### config.mk
export PLATFORM = sky130hd
export DESIGN_NAME = gregorian_date_offset
export DESIGN_NICKNAME = d
export VERILOG_FILES = /design/src/rtl/gdo_pkg.sv /design/src/rtl/gdo_ctrl.sv /design/src/rtl/gdo_dp.sv /design/src/rtl/gregorian_date_offset.sv
export SDC_FILE = /design/constraint.sdc
export NUM_CORES = 1
export LEC_CHECK = 0
export ABC_AREA = 0
export BUFFER_PORTS_ARGS = -buffer_cell sky130_fd_sc_hd__buf_4
export CORE_UTILIZATION = 65
export DETAILED_ROUTE_END_ITERATION = 10
export PLACE_DENSITY = 0.83
export SKIP_CTS_REPAIR_TIMING = 1
export SYNTH_ARGS = -nofsm -noshare
export SYNTH_HDL_FRONTEND = slang
export SYNTH_HIERARCHICAL = 1
export SYNTH_SLANG_ARGS = --single-unit
### constraint.sdc
create_clock -name i_clk -period 12.9 [get_ports i_clk]
set_input_delay 2.58 -clock i_clk [delete_from_list [all_inputs] [get_ports i_clk]]
set_output_delay 2.58 -clock i_clk [all_outputs]
set_load 0.005 [all_outputs]
### src/rtl/gdo_pkg.sv
// Shared types, constants and calendar helper functions for the Gregorian date offset block.
package gdo_pkg;

    localparam int OFFSET_BITS_DEF = 16;

    localparam logic [13:0] YEAR_MIN   = 14'd1582;
    localparam logic [13:0] YEAR_MAX   = 14'd9999;
    localparam logic [21:0] SERIAL_LO  = 22'd577449;
    localparam logic [21:0] SERIAL_HI  = 22'd3652059;
    localparam logic [21:0] DAYS_400   = 22'd146097;
    localparam logic [21:0] DAYS_100   = 22'd36524;
    localparam logic [21:0] DAYS_4     = 22'd1461;
    localparam logic [21:0] DAYS_1     = 22'd365;
    // Reciprocal of 100 scaled by 2^19; exact floor for values below 16384.
    localparam logic [12:0] RECIP_100  = 13'd5243;

    typedef struct packed {
        logic [13:0] start_year;
        logic [3:0]  start_month;
        logic [4:0]  start_day;
        logic [15:0] offset_days;
    } t_in;

    typedef struct packed {
        logic [13:0] new_year;
        logic [3:0]  new_month;
        logic [4:0]  new_day;
        logic [2:0]  weekday;
        logic [8:0]  year_day;
        logic [21:0] serial_day;
    } t_out;

    typedef enum logic [3:0] {
        OP_NONE,
        OP_CLAMP,
        OP_MUL1,
        OP_MUL2,
        OP_SUM1,
        OP_SUM2,
        OP_SUM3,
        OP_SUM4,
        OP_PREP,
        OP_D400,
        OP_D100,
        OP_D4,
        OP_D1,
        OP_YEAR,
        OP_WALK,
        OP_OUT
    } t_op;

    typedef struct packed {
        logic more;
        logic out_free;
    } t_stat;

    function automatic logic [4:0] month_days(input logic [3:0] m, input logic leap);
        logic [4:0] n;
        begin
            case (m)
                4'd2: n = leap ? 5'd29 : 5'd28;
                4'd4, 4'd6, 4'd9, 4'd11: n = 5'd30;
                default: n = 5'd31;
            endcase
            return n;
        end
    endfunction

    // Days in the year before the first of month m (m is 1..12).
    function automatic logic [8:0] days_before(input logic [3:0] m, input logic leap);
        logic [8:0] s;
        begin
            case (m)
                4'd1:  s = 9'd0;
                4'd2:  s = 9'd31;
                4'd3:  s = 9'd59;
                4'd4:  s = 9'd90;
                4'd5:  s = 9'd120;
                4'd6:  s = 9'd151;
                4'd7:  s = 9'd181;
                4'd8:  s = 9'd212;
                4'd9:  s = 9'd243;
                4'd10: s = 9'd273;
                4'd11: s = 9'd304;
                default: s = 9'd334;
            endcase
            if (leap && m > 4'd2) begin
                s = s + 9'd1;
            end
            return s;
        end
    endfunction

    // Remainder by 7: since 8 is 1 mod 7, the octal digits are summed and folded.
    function automatic logic [2:0] mod7(input logic [21:0] v);
        logic [23:0] w;
        logic [5:0]  s;
        logic [3:0]  f;
        begin
            w = {2'b00, v};
            s = '0;
            for (int i = 0; i < 8; i++) begin
                s = s + 6'(w[3*i +: 3]);
            end
            f = 4'(s[5:3]) + 4'(s[2:0]);
            if (f >= 4'd7) begin
                f = f - 4'd7;
            end
            if (f == 4'd7) begin
                f = 4'd0;
            end
            return f[2:0];
        end
    endfunction

endpackage

### src/rtl/gdo_ctrl.sv
// Sequencer that steps the date datapath through its phases, one command per cycle.
module gdo_ctrl (
    input  logic          i_clk,
    input  logic          i_rst_n,
    input  logic          i_accept,
    input  gdo_pkg::t_stat i_stat,
    output gdo_pkg::t_op  o_cmd,
    output logic          o_ready
);
    import gdo_pkg::*;

    typedef enum logic [3:0] {
        S_IDLE,
        S_CLAMP,
        S_MUL1,
        S_MUL2,
        S_SUM1,
        S_SUM2,
        S_SUM3,
        S_SUM4,
        S_PREP,
        S_D400,
        S_D100,
        S_D4,
        S_D1,
        S_YEAR,
        S_WALK,
        S_DONE
    } t_state;

    t_state r_state, n_state;
    t_op    r_cmd;
    logic   r_ready;

    function automatic t_op op_of(input t_state s);
        t_op o;
        begin
            case (s)
                S_CLAMP: o = OP_CLAMP;
                S_MUL1:  o = OP_MUL1;
                S_MUL2:  o = OP_MUL2;
                S_SUM1:  o = OP_SUM1;
                S_SUM2:  o = OP_SUM2;
                S_SUM3:  o = OP_SUM3;
                S_SUM4:  o = OP_SUM4;
                S_PREP:  o = OP_PREP;
                S_D400:  o = OP_D400;
                S_D100:  o = OP_D100;
                S_D4:    o = OP_D4;
                S_D1:    o = OP_D1;
                S_YEAR:  o = OP_YEAR;
                S_WALK:  o = OP_WALK;
                S_DONE:  o = OP_OUT;
                default: o = OP_NONE;
            endcase
            return o;
        end
    endfunction

    always_comb begin
        n_state = r_state;
        case (r_state)
            S_IDLE:  if (i_accept) n_state = S_CLAMP;
            S_CLAMP: n_state = S_MUL1;
            S_MUL1:  n_state = S_MUL2;
            S_MUL2:  n_state = S_SUM1;
            S_SUM1:  n_state = S_SUM2;
            S_SUM2:  n_state = S_SUM3;
            S_SUM3:  n_state = S_SUM4;
            S_SUM4:  n_state = S_PREP;
            S_PREP:  n_state = S_D400;
            S_D400:  if (!i_stat.more) n_state = S_D100;
            S_D100:  if (!i_stat.more) n_state = S_D4;
            S_D4:    if (!i_stat.more) n_state = S_D1;
            S_D1:    if (!i_stat.more) n_state = S_YEAR;
            S_YEAR:  n_state = S_WALK;
            S_WALK:  if (!i_stat.more) n_state = S_DONE;
            S_DONE:  if (i_stat.out_free) n_state = S_IDLE;
            default: n_state = S_IDLE;
        endcase
    end

    // The command register always carries the operation of the state being entered.
    always_ff @(posedge i_clk) begin
        if (!i_rst_n) begin
            r_state <= S_IDLE;
            r_cmd   <= OP_NONE;
            r_ready <= 1'b1;
        end else begin
            r_state <= n_state;
            r_cmd   <= op_of(n_state);
            r_ready <= (n_state == S_IDLE);
        end
    end

    assign o_cmd   = r_cmd;
    assign o_ready = r_ready;

endmodule

### src/rtl/gdo_dp.sv
// Datapath: date clamping, serial day computation, calendar decomposition and output word.
module gdo_dp #(
    parameter int OFFSET_BITS = gdo_pkg::OFFSET_BITS_DEF
) (
    input  logic           i_clk,
    input  logic           i_rst_n,
    input  logic           i_load,
    input  gdo_pkg::t_in   i_in,
    input  gdo_pkg::t_op   i_cmd,
    output gdo_pkg::t_stat o_stat,
    output logic           o_out_valid,
    input  logic           i_out_ready,
    output gdo_pkg::t_out  o_out
);
    import gdo_pkg::*;

    localparam int RAW_W = (OFFSET_BITS > 16) ? OFFSET_BITS : 16;
    localparam int SUM_W = ((OFFSET_BITS > 22) ? OFFSET_BITS : 22) + 2;

    logic [13:0]                   r_y;
    logic [3:0]                    r_m;
    logic [4:0]                    r_d;
    logic signed [OFFSET_BITS-1:0] r_off;
    logic [13:0]                   r_p;
    logic [26:0]                   r_prod;
    logic [6:0]                    r_q100;
    logic [4:0]                    r_q400;
    logic                          r_cent;
    logic                          r_leap;
    logic [21:0]                   r_base;
    logic [21:0]                   r_rem;
    logic [2:0]                    r_week;
    logic [13:0]                   r_year;
    logic [1:0]                    r_c100;
    logic [4:0]                    r_c4;
    logic [1:0]                    r_c1;
    logic [8:0]                    r_yd;
    logic [8:0]                    r_wr;
    logic                          r_out_vld;
    t_out                          r_out;

    logic [RAW_W-1:0]       raw_off;
    logic [4:0]             dim;
    logic [4:0]             d_fix;
    logic signed [SUM_W-1:0] sum_s;
    logic [21:0]            s_clamp;
    logic                   more;
    logic                   out_free;

    assign raw_off  = RAW_W'(i_in.offset_days);
    assign dim      = month_days(r_m, r_leap);
    assign d_fix    = (r_d == 5'd0) ? 5'd1 : ((r_d > dim) ? dim : r_d);
    assign sum_s    = $signed(SUM_W'(r_base)) + SUM_W'(r_off);
    assign out_free = !r_out_vld || i_out_ready;

    always_comb begin
        if (sum_s < $signed(SUM_W'(SERIAL_LO))) begin
            s_clamp = SERIAL_LO;
        end else if (sum_s > $signed(SUM_W'(SERIAL_HI))) begin
            s_clamp = SERIAL_HI;
        end else begin
            s_clamp = sum_s[21:0];
        end
    end

    always_comb begin
        case (i_cmd)
            OP_D400: more = (r_rem >= DAYS_400);
            OP_D100: more = (r_rem >= DAYS_100) && (r_c100 != 2'd3);
            OP_D4:   more = (r_rem >= DAYS_4);
            OP_D1:   more = (r_rem >= DAYS_1) && (r_c1 != 2'd3);
            OP_WALK: more = (r_m < 4'd12) && (r_wr > 9'(dim));
            default: more = 1'b0;
        endcase
    end

    assign o_stat.more     = more;
    assign o_stat.out_free = out_free;

    always_ff @(posedge i_clk) begin
        if (i_load) begin
            r_y   <= i_in.start_year;
            r_m   <= i_in.start_month;
            r_d   <= i_in.start_day;
            r_off <= raw_off[OFFSET_BITS-1:0];
        end
        case (i_cmd)
            OP_CLAMP: begin
                if (r_y < YEAR_MIN) begin
                    r_p <= YEAR_MIN - 14'd1;
                end else if (r_y > YEAR_MAX) begin
                    r_p <= YEAR_MAX - 14'd1;
                end else begin
                    r_p <= r_y - 14'd1;
                end
                if (r_m == 4'd0) begin
                    r_m <= 4'd1;
                end else if (r_m > 4'd12) begin
                    r_m <= 4'd12;
                end
            end
            OP_MUL1: begin
                r_prod <= 27'(r_p) * 27'(RECIP_100);
                r_base <= 22'(r_p) * 22'd365 + 22'(r_p[13:2]);
            end
            OP_MUL2: begin
                r_q100 <= r_prod[25:19];
                r_prod <= 27'(r_p[13:2]) * 27'(RECIP_100);
            end
            OP_SUM1: begin
                r_q400 <= r_prod[23:19];
                r_base <= r_base - 22'(r_q100);
                // The year itself is a century year when the previous year ends in 99.
                r_cent <= ((r_p - 14'(r_q100) * 14'd100) == 14'd99);
            end
            OP_SUM2: begin
                r_leap <= ((r_p[1:0] == 2'b11) && !r_cent) ||
                          ((r_p - 14'(r_q400) * 14'd400) == 14'd399);
                r_base <= r_base + 22'(r_q400);
            end
            OP_SUM3: begin
                r_base <= r_base + 22'(days_before(r_m, r_leap)) + 22'(d_fix);
            end
            OP_SUM4: begin
                r_base <= s_clamp;
            end
            OP_PREP: begin
                r_week <= mod7(r_base);
                r_rem  <= r_base - 22'd1;
                r_year <= 14'd1;
                r_c100 <= 2'd0;
                r_c4   <= 5'd0;
                r_c1   <= 2'd0;
            end
            OP_D400: begin
                if (more) begin
                    r_rem  <= r_rem - DAYS_400;
                    r_year <= r_year + 14'd400;
                end
            end
            OP_D100: begin
                if (more) begin
                    r_rem  <= r_rem - DAYS_100;
                    r_year <= r_year + 14'd100;
                    r_c100 <= r_c100 + 2'd1;
                end
            end
            OP_D4: begin
                if (more) begin
                    r_rem  <= r_rem - DAYS_4;
                    r_year <= r_year + 14'd4;
                    r_c4   <= r_c4 + 5'd1;
                end
            end
            OP_D1: begin
                if (more) begin
                    r_rem  <= r_rem - DAYS_1;
                    r_year <= r_year + 14'd1;
                    r_c1   <= r_c1 + 2'd1;
                end
            end
            OP_YEAR: begin
                r_yd   <= 9'(r_rem) + 9'd1;
                r_wr   <= 9'(r_rem) + 9'd1;
                r_m    <= 4'd1;
                // Last year of a four-year block is leap, except a century that is not the 400th.
                r_leap <= (r_c1 == 2'd3) && ((r_c4 != 5'd24) || (r_c100 == 2'd3));
            end
            OP_WALK: begin
                if (more) begin
                    r_wr <= r_wr - 9'(dim);
                    r_m  <= r_m + 4'd1;
                end
            end
            OP_OUT: begin
                if (out_free) begin
                    r_out.new_year   <= r_year;
                    r_out.new_month  <= r_m;
                    r_out.new_day    <= r_wr[4:0];
                    r_out.weekday    <= r_week;
                    r_out.year_day   <= r_yd;
                    r_out.serial_day <= r_base;
                end
            end
            default: begin
            end
        endcase
    end

    always_ff @(posedge i_clk) begin
        if (!i_rst_n) begin
            r_out_vld <= 1'b0;
        end else if (i_cmd == OP_OUT && out_free) begin
            r_out_vld <= 1'b1;
        end else if (i_out_ready) begin
            r_out_vld <= 1'b0;
        end
    end

    assign o_out_valid = r_out_vld;
    assign o_out       = r_out;

endmodule

### src/rtl/gregorian_date_offset.sv
// Top level of the Gregorian date offset block: sequencer plus datapath.
// Each word takes a start date and a signed day offset and returns the moved date, clamped to
// 1582-01-01 .. 9999-12-31, with its weekday, day of year and serial day. One word is worked at
// a time. Setup steps clamp the fields, multiply, sum up the serial day and prepare the split;
// then subtract loops run over 400-year, 100-year, 4-year and 1-year spans, a step starts the
// month walk, the month walk runs and a last step moves the result into the output register,
// where the sequencer waits while that register still holds a result the receiver has not taken.
// The result sits in an output register, so a new word is taken as soon as the previous one has
// been moved there.
module gregorian_date_offset #(
    parameter int OFFSET_BITS = gdo_pkg::OFFSET_BITS_DEF
) (
    input  logic          i_clk,
    input  logic          i_rst_n,
    input  logic          i_in_valid,
    output logic          o_in_ready,
    input  gdo_pkg::t_in  i_in,
    output logic          o_out_valid,
    input  logic          i_out_ready,
    output gdo_pkg::t_out o_out
);
    import gdo_pkg::*;

    t_op   cmd;
    t_stat stat;
    logic  ready;
    logic  accept;

    assign accept     = i_in_valid && ready;
    assign o_in_ready = ready;

    gdo_ctrl u_ctrl (
        .i_clk   (i_clk),
        .i_rst_n (i_rst_n),
        .i_accept(accept),
        .i_stat  (stat),
        .o_cmd   (cmd),
        .o_ready (ready)
    );

    gdo_dp #(
        .OFFSET_BITS(OFFSET_BITS)
    ) u_dp (
        .i_clk      (i_clk),
        .i_rst_n    (i_rst_n),
        .i_load     (accept),
        .i_in       (i_in),
        .i_cmd      (cmd),
        .o_stat     (stat),
        .o_out_valid(o_out_valid),
        .i_out_ready(i_out_ready),
        .o_out      (o_out)
    );

endmodule

==> impl_metrics.yaml, run 1 <==
route:
  route.detailed.drc: 0
  wire_per_inst_um: 21.6
  drt_iter0_drc: 2119
  vias: 21400
  via_per_inst: 6.45
  wl_um: 71800
  final_antenna_net_count: 0
  dr.pass1.iters: 8
critical_path:
  critPathBufInv: 2
  worstPathRequired_ps: 13190
  critPathLaunchType: "flip-flop"
  crit_path_max_fanout: 12
  reg2regPathDepth: 16
  critPathKind: "reg2reg"
  cp.arrival_ps: 6570
  slowest_delay_ps: 720
  worstSetupPathDepth: 16
  endpoint_kind: "flip-flop"
  cp_slowest_cell: "edfxtp_1"
  crit_path_cell_trace: "ha_1 > inv_1 > fa_1 > fa_1 > fa_1 > inv_1 > fa_1 > ha_1 > and3_1 > o41ai_1 > o21ai_0 > o21ai_0 > nand2b_1 > xor2_1 > a222oi_1 > o211ai_1"
  cp_common_cell: "fa_1"
  cp_top_family: "adder cells"
grt:
  grt_pass1_vias: 21800
  antenna_found_initial: 0
  grt_max_degree: 58
  grt_util_all_layers: 0.353
  overflow: 0
  grt_pass1_wl_um: 114000
clock_tree:
  cts_sinks: 234
  root_buffer: "clkbuf_16"
  path_clk_slew_ps: 70
  cts_tree: "yes"
  htreeDepth: 1
  clock_path_buffers: 3
  worstSkewPairLatency_ps: 580
  cts_made_buffers: 29
sta:
  rsz0062_at_grt: "no"
  tightest_slew_ps: 1180
  slew_violations: 0
  max_freq_ghz: 0.159
  worst_slack_ps: 6620
  min_period_ps: 6280
  hold_violations: 0
  period_share: 0.487
  setup_tns_ps: 0
  setup_viol: 0
  maxSlewHeadroom: 0.215
  skew_ps: 23.2
floorplanning:
  die_area_um2: 40900
  start_util: 0.667
  die_w_um: 202
  ios: 102
  rows: 72
  core_area_um2: 39100
  die_height_um: 202
logic_synthesis:
  ys_warn_count: 6
  synth_edf_count: 215
  yosysUniqueCellTypes: 98
  seq_area_frac_synth: 0.262
  syn_area_um2: 26100
  postSynthCellCount: 2711
  avgSynthCellArea_um2: 9.61
  ys_seq_elements: 234
  synth_flop_cell: "edfxtp_1"
  postSynthNetCount: 3305
  async_reset_ff_frac: 0
placement:
  placed_area_um2: 27300
  dp_slack_ps: 6720
  port_buffers: 101
  dp_hpwl_um: 55700
  finalWeightedCongestion: 1.01
finish:
  nets: 3374
  fillCellCount: 2848
  drive_above_1_share: 0.0857
  syn_to_final_growth_pct: 8.37
  fin_area_um2: 28200
  antenna_cells: 0
hold_path:
  whs_path_depth: 0
  hold_class: "reg2reg"
run_status:
  outcome: "finished, final reports clean"
run:
  cap_violations: 0
[cells in the mapped netlist (all sizes together), types with 14 or more instances]
library cell	count	area (um2)
and2	14	90.1
fa	181	3620
edfxtp	215	6460
nand2	163	614
or2	16	100
and3	27	169
dfxtp	19	380
o221ai	18	158
nand2b	24	150
o21bai	18	135
nor2	168	631
nor4	19	131
a21oi	165	826
a221oi	15	149
o211ai	18	140
clkbuf	70	263
mux2i	15	150
nand4	18	113
nand3	54	270
o21a	22	173
a31oi	27	169
xnor2	109	955
inv	341	1280
or3	25	156
ha	370	4630
buf	19	115
o21ai	138	691
a211oi	19	148
a22oi	15	126
xor2	74	648
a21o	37	278
o22ai	29	181
nor3	61	310
nor2b	30	190
[cell families after synthesis]
kind of cell / after synthesis / synth area share
mux: 25 / 0.0102
compound gates: 637 / 0.164
flops: 234 / 0.262
xor+xnor: 183 / 0.0615
buf+inv: 431 / 0.0638
fa+ha+maj: 552 / 0.317
simple gates: 649 / 0.121
[layout by cell type (no fill, tap or decap), drive strengths merged, types with 29 or more instances in the layout]
master,count
nand3,54
o22ai,29
inv,345
nor2,168
fa,181
xnor2,109
o21ai,138
nor2b,30
ha,370
clkbuf,36
buf,127
a21oi,165
nand2,163
xor2,74
a21o,37
nor3,61
edfxtp,215
[layout make-up]
type | instances | area, um2 | share of cell area
multi-input cells | 2046 | 17600 | 0.623
flip-flops and latches | 234 | 6840 | 0.242
inverters | 342 | 1280 | 0.0455
repair buffers | 127 | 953 | 0.0338
clock buffers | 36 | 786 | 0.0278
well taps | 518 | 648 | 0.0229
clock inverters | 16 | 145 | 0.00514
[worst reg2reg max path, cell delays in order, from the launching register on]
cell and delay, ps:
edfxtp_1 720, ha_1 710, inv_1 180, fa_1 590, fa_1 440, fa_1 540, inv_1 50, fa_1 450
ha_1 350, and3_1 180, o41ai_1 520, o21ai_0 280, o21ai_0 200, nand2b_1 80, xor2_1 150, a222oi_1 400
o211ai_1 160
[final timing paths]
check | slack (ps) | startpoint | to
worst min register to register | 420 | u_dp/r_week[0] | u_dp/o_out[31]
worst max-delay path | 6620 | u_dp/r_p[7] | u_dp/r_base[14]
worst min-delay path | 420 | u_dp/r_week[0] | u_dp/o_out[31]
worst max register to register | 6620 | u_dp/r_p[7] | u_dp/r_base[14]
[layer usage]
metal | global-route usage | part of all wire | wire length, um
met5 | 0 | 0 | 0
met2 | 0.608 | 0.49 | 35100
met1 | 0.417 | 0.37 | 26800
met4 | 0.221 | 0.067 | 4780
met3 | 0.0472 | 0.070 | 5030
[metrics by stage]
stage | cells | hold WS (ps) | util
after CTS | 3319 | 419 | 0.722
after detailed placement | 3267 | 405 | 0.699
after floorplan | 2711 | 400 | -
after global placement | 3267 | 402 | 0.699
after global routing | 3319 | 425 | 0.722
final | 3319 | 419 | 0.722
[sequential cells by signal, summed over array words and instances (netlist names), 2 cells and up, named ones only]
name / count
u_dp/r_week: 3
u_ctrl/o_cmd: 4
u_dp/r_y: 14
u_dp/r_wr: 9
u_dp/r_off: 16
u_dp/r_q100: 7
u_dp/r_m: 4
u_dp/r_c100: 2
u_dp/r_yd: 9
u_dp/r_q400: 5
u_dp/o_out: 57
u_dp/r_prod: 7
u_dp/r_c1: 2
u_dp/r_p: 14
u_dp/r_year: 14
u_dp/r_base: 22
u_dp/r_d: 5
u_dp/r_rem: 22
u_dp/r_c4: 5
Power of run 1 is not shown: default switching activity piles up to over one toggle a cycle in this logic, so the estimate is an artifact.
==> inputs of run 2 (changes only) <==
--- a/config.mk
+++ b/config.mk
@@ -7,9 +7,9 @@
 export LEC_CHECK = 0
 export ABC_AREA = 0
 export BUFFER_PORTS_ARGS = -buffer_cell sky130_fd_sc_hd__buf_4
-export CORE_UTILIZATION = 65
+export CORE_UTILIZATION = 58
 export DETAILED_ROUTE_END_ITERATION = 10
-export PLACE_DENSITY = 0.83
+export PLACE_DENSITY = 0.78
 export SKIP_CTS_REPAIR_TIMING = 1
 export SYNTH_ARGS = -nofsm -noshare
 export SYNTH_HDL_FRONTEND = slang
==> constraint.sdc (replaced) <==
create_clock -name i_clk -period 5.3 [get_ports i_clk]
set_input_delay 1.06 -clock i_clk [delete_from_list [all_inputs] [get_ports i_clk]]
set_output_delay 1.06 -clock i_clk [all_outputs]
set_load 0.005 [all_outputs]
==> run 2 against run 1 <==
Against the previous run: the flow now finishes with violations (negative setup slack); core utilization decreased by 3.4 points; via count increased by 4.1%; maximum frequency increased by 13%; non-clock buffer count increased by 184; first-iteration DRC count decreased by 2.5%; hold slack got worse by 1.3 ps; sequential cell count unchanged; routed wire length increased by 8.4%; clock skew increased by 13 ps; count of clock-buffer cells in the layout decreased by 7; largest cell class unchanged.
==> impl_metrics.yaml, run 2 (synthesis gave the netlist of run 1 again) <==
run_status:
  outcome: "complete, but fails checks"
  failed_checks: "negative setup slack"
finish:
  largest_register_ff_count: 57
  drive_above_1_share: 0.181
  final_cell_mix: "ha_1, inv_1, buf_4, edfxtp_1, fa_1"
  layout_commonest_cell: "ha_1"
  antenna_cells: 0
  syn_to_final_growth_pct: 17.1
  nets: 3558
  fillCellCount: 3367
placement:
  port_buffers: 101
  dp_hpwl_um: 59900
  finalWeightedCongestion: 1.00
sta:
  period_share: 1.05
  hold_violations: 0
  skew_ps: 36.3
  worst_slack_ps: -254
  worst_hold_slack_ps: 418
  rsz0062_at_grt: "yes"
  min_period_ps: 5550
  tightest_slew_ps: 1310
  max_freq_ghz: 0.180
  slew_violations: 0
  setup_viol: 11
  maxSlewHeadroom: 0.121
route:
  drt_iter0_drc: 2066
  final_antenna_net_count: 0
  route.detailed.drc: 0
  dr.pass1.iters: 6
  wl_um: 77800
  via_per_inst: 6.22
  wire_per_inst_um: 21.7
  vias: 22300
grt:
  grt_max_degree: 58
  antenna_found_initial: 0
  grt_pass1_vias: 22300
  grt_util_all_layers: 0.328
  overflow: 0
  grt_pass1_wl_um: 119000
floorplanning:
  die_w_um: 214
  die_height_um: 214
  ios: 102
  die_area_um2: 45800
  rows: 77
  core_area_um2: 44300
  start_util: 0.588
critical_path:
  endpoint_kind: "flip-flop"
  reg2regPathDepth: 20
  critPathLaunchType: "flip-flop"
  crit_path_max_fanout: 5
  critPathKind: "reg2reg"
  cp.arrival_ps: 5860
  worstPathRequired_ps: 5610
hold_path:
  hold_class: "reg2reg"
  whs_path_depth: 0
clock_tree:
  path_clk_slew_ps: 60
  clock_path_buffers: 3
  worstSkewPairLatency_ps: 600
  cts_sinks: 234
  cts_tree: "yes"
  htreeDepth: 1
  cts_made_buffers: 29
  root_buffer: "clkbuf_16"
run:
  cap_violations: 0
-- run 2: cell count changes in the layout (fill, tap and decap cells not counted), moves of 15 or more --
cell	delta
buf_4	+169
ha_1	-26
o21ai_0	-21
ha_4	+17
inv_1	-16
buf_6	+15
-- run 2: through the flow --
| stage | utilization | setup slack, ps | setup TNS, ps | instance area, um2 | std cells |
|---|---|---|---|---|---|
| 2_1_floorplan | - | -142 | -257 | 26100 | 2711 |
| 3_3_place_gp | 0.645 | -341 | -1780 | 28600 | 3492 |
| 3_5_place_dp | 0.645 | -382 | -3410 | 28600 | 3492 |
| 4_1_cts | 0.667 | -451 | -4820 | 29600 | 3546 |
| 5_1_grt | 0.688 | -419 | -3430 | 30500 | 3579 |
| 6_report | 0.688 | -254 | -1560 | 30500 | 3579 |
-- run 2: worst max-delay path, cell delays in order (launching register included) --
cell      delay [ps]
edfxtp_1         450
buf_6            160
buf_4            150
fa_1             470
ha_2             210
fa_1             540
inv_1             60
fa_1             460
fa_1             550
inv_1             50
ha_2             280
o21a_1           110
o21a_1           190
o21ai_2          150
a21oi_2          100
o21ai_2          250
a211oi_4          90
o41a_1           490
a31oi_1          260
xor2_1           160
o21ai_0           90
-- run 2: area by class of cell --
type / count / area, um2 / share of cell area
repair buffers: 311 / 2390 / 0.0784
flip-flops and latches: 234 / 6840 / 0.224
well taps: 592 / 741 / 0.0243
clock buffers: 29 / 726 / 0.0238
multi-input cells: 2046 / 18200 / 0.598
inverters: 342 / 1290 / 0.0424
clock inverters: 25 / 279 / 0.00914
-- run 2: final timing paths --
check                    start         endpoint  slack [ps]
setup / recovery   u_dp/r_p[4]  u_dp/r_prod[23]        -250
hold / removal    u_dp/r_yd[2]   u_dp/o_out[24]         420
setup reg to reg   u_dp/r_p[4]  u_dp/r_prod[23]        -250
hold reg to reg   u_dp/r_yd[2]   u_dp/o_out[24]         420
-- run 2: layer usage --
layer | part of all wire | wire length, um | track usage
met5 | 0 | 0 | 0
met3 | 0.062 | 4790 | 0.0345
met1 | 0.39 | 30500 | 0.408
met2 | 0.49 | 38400 | 0.566
met4 | 0.053 | 4110 | 0.164
Power of run 2 is left out for the same reason.
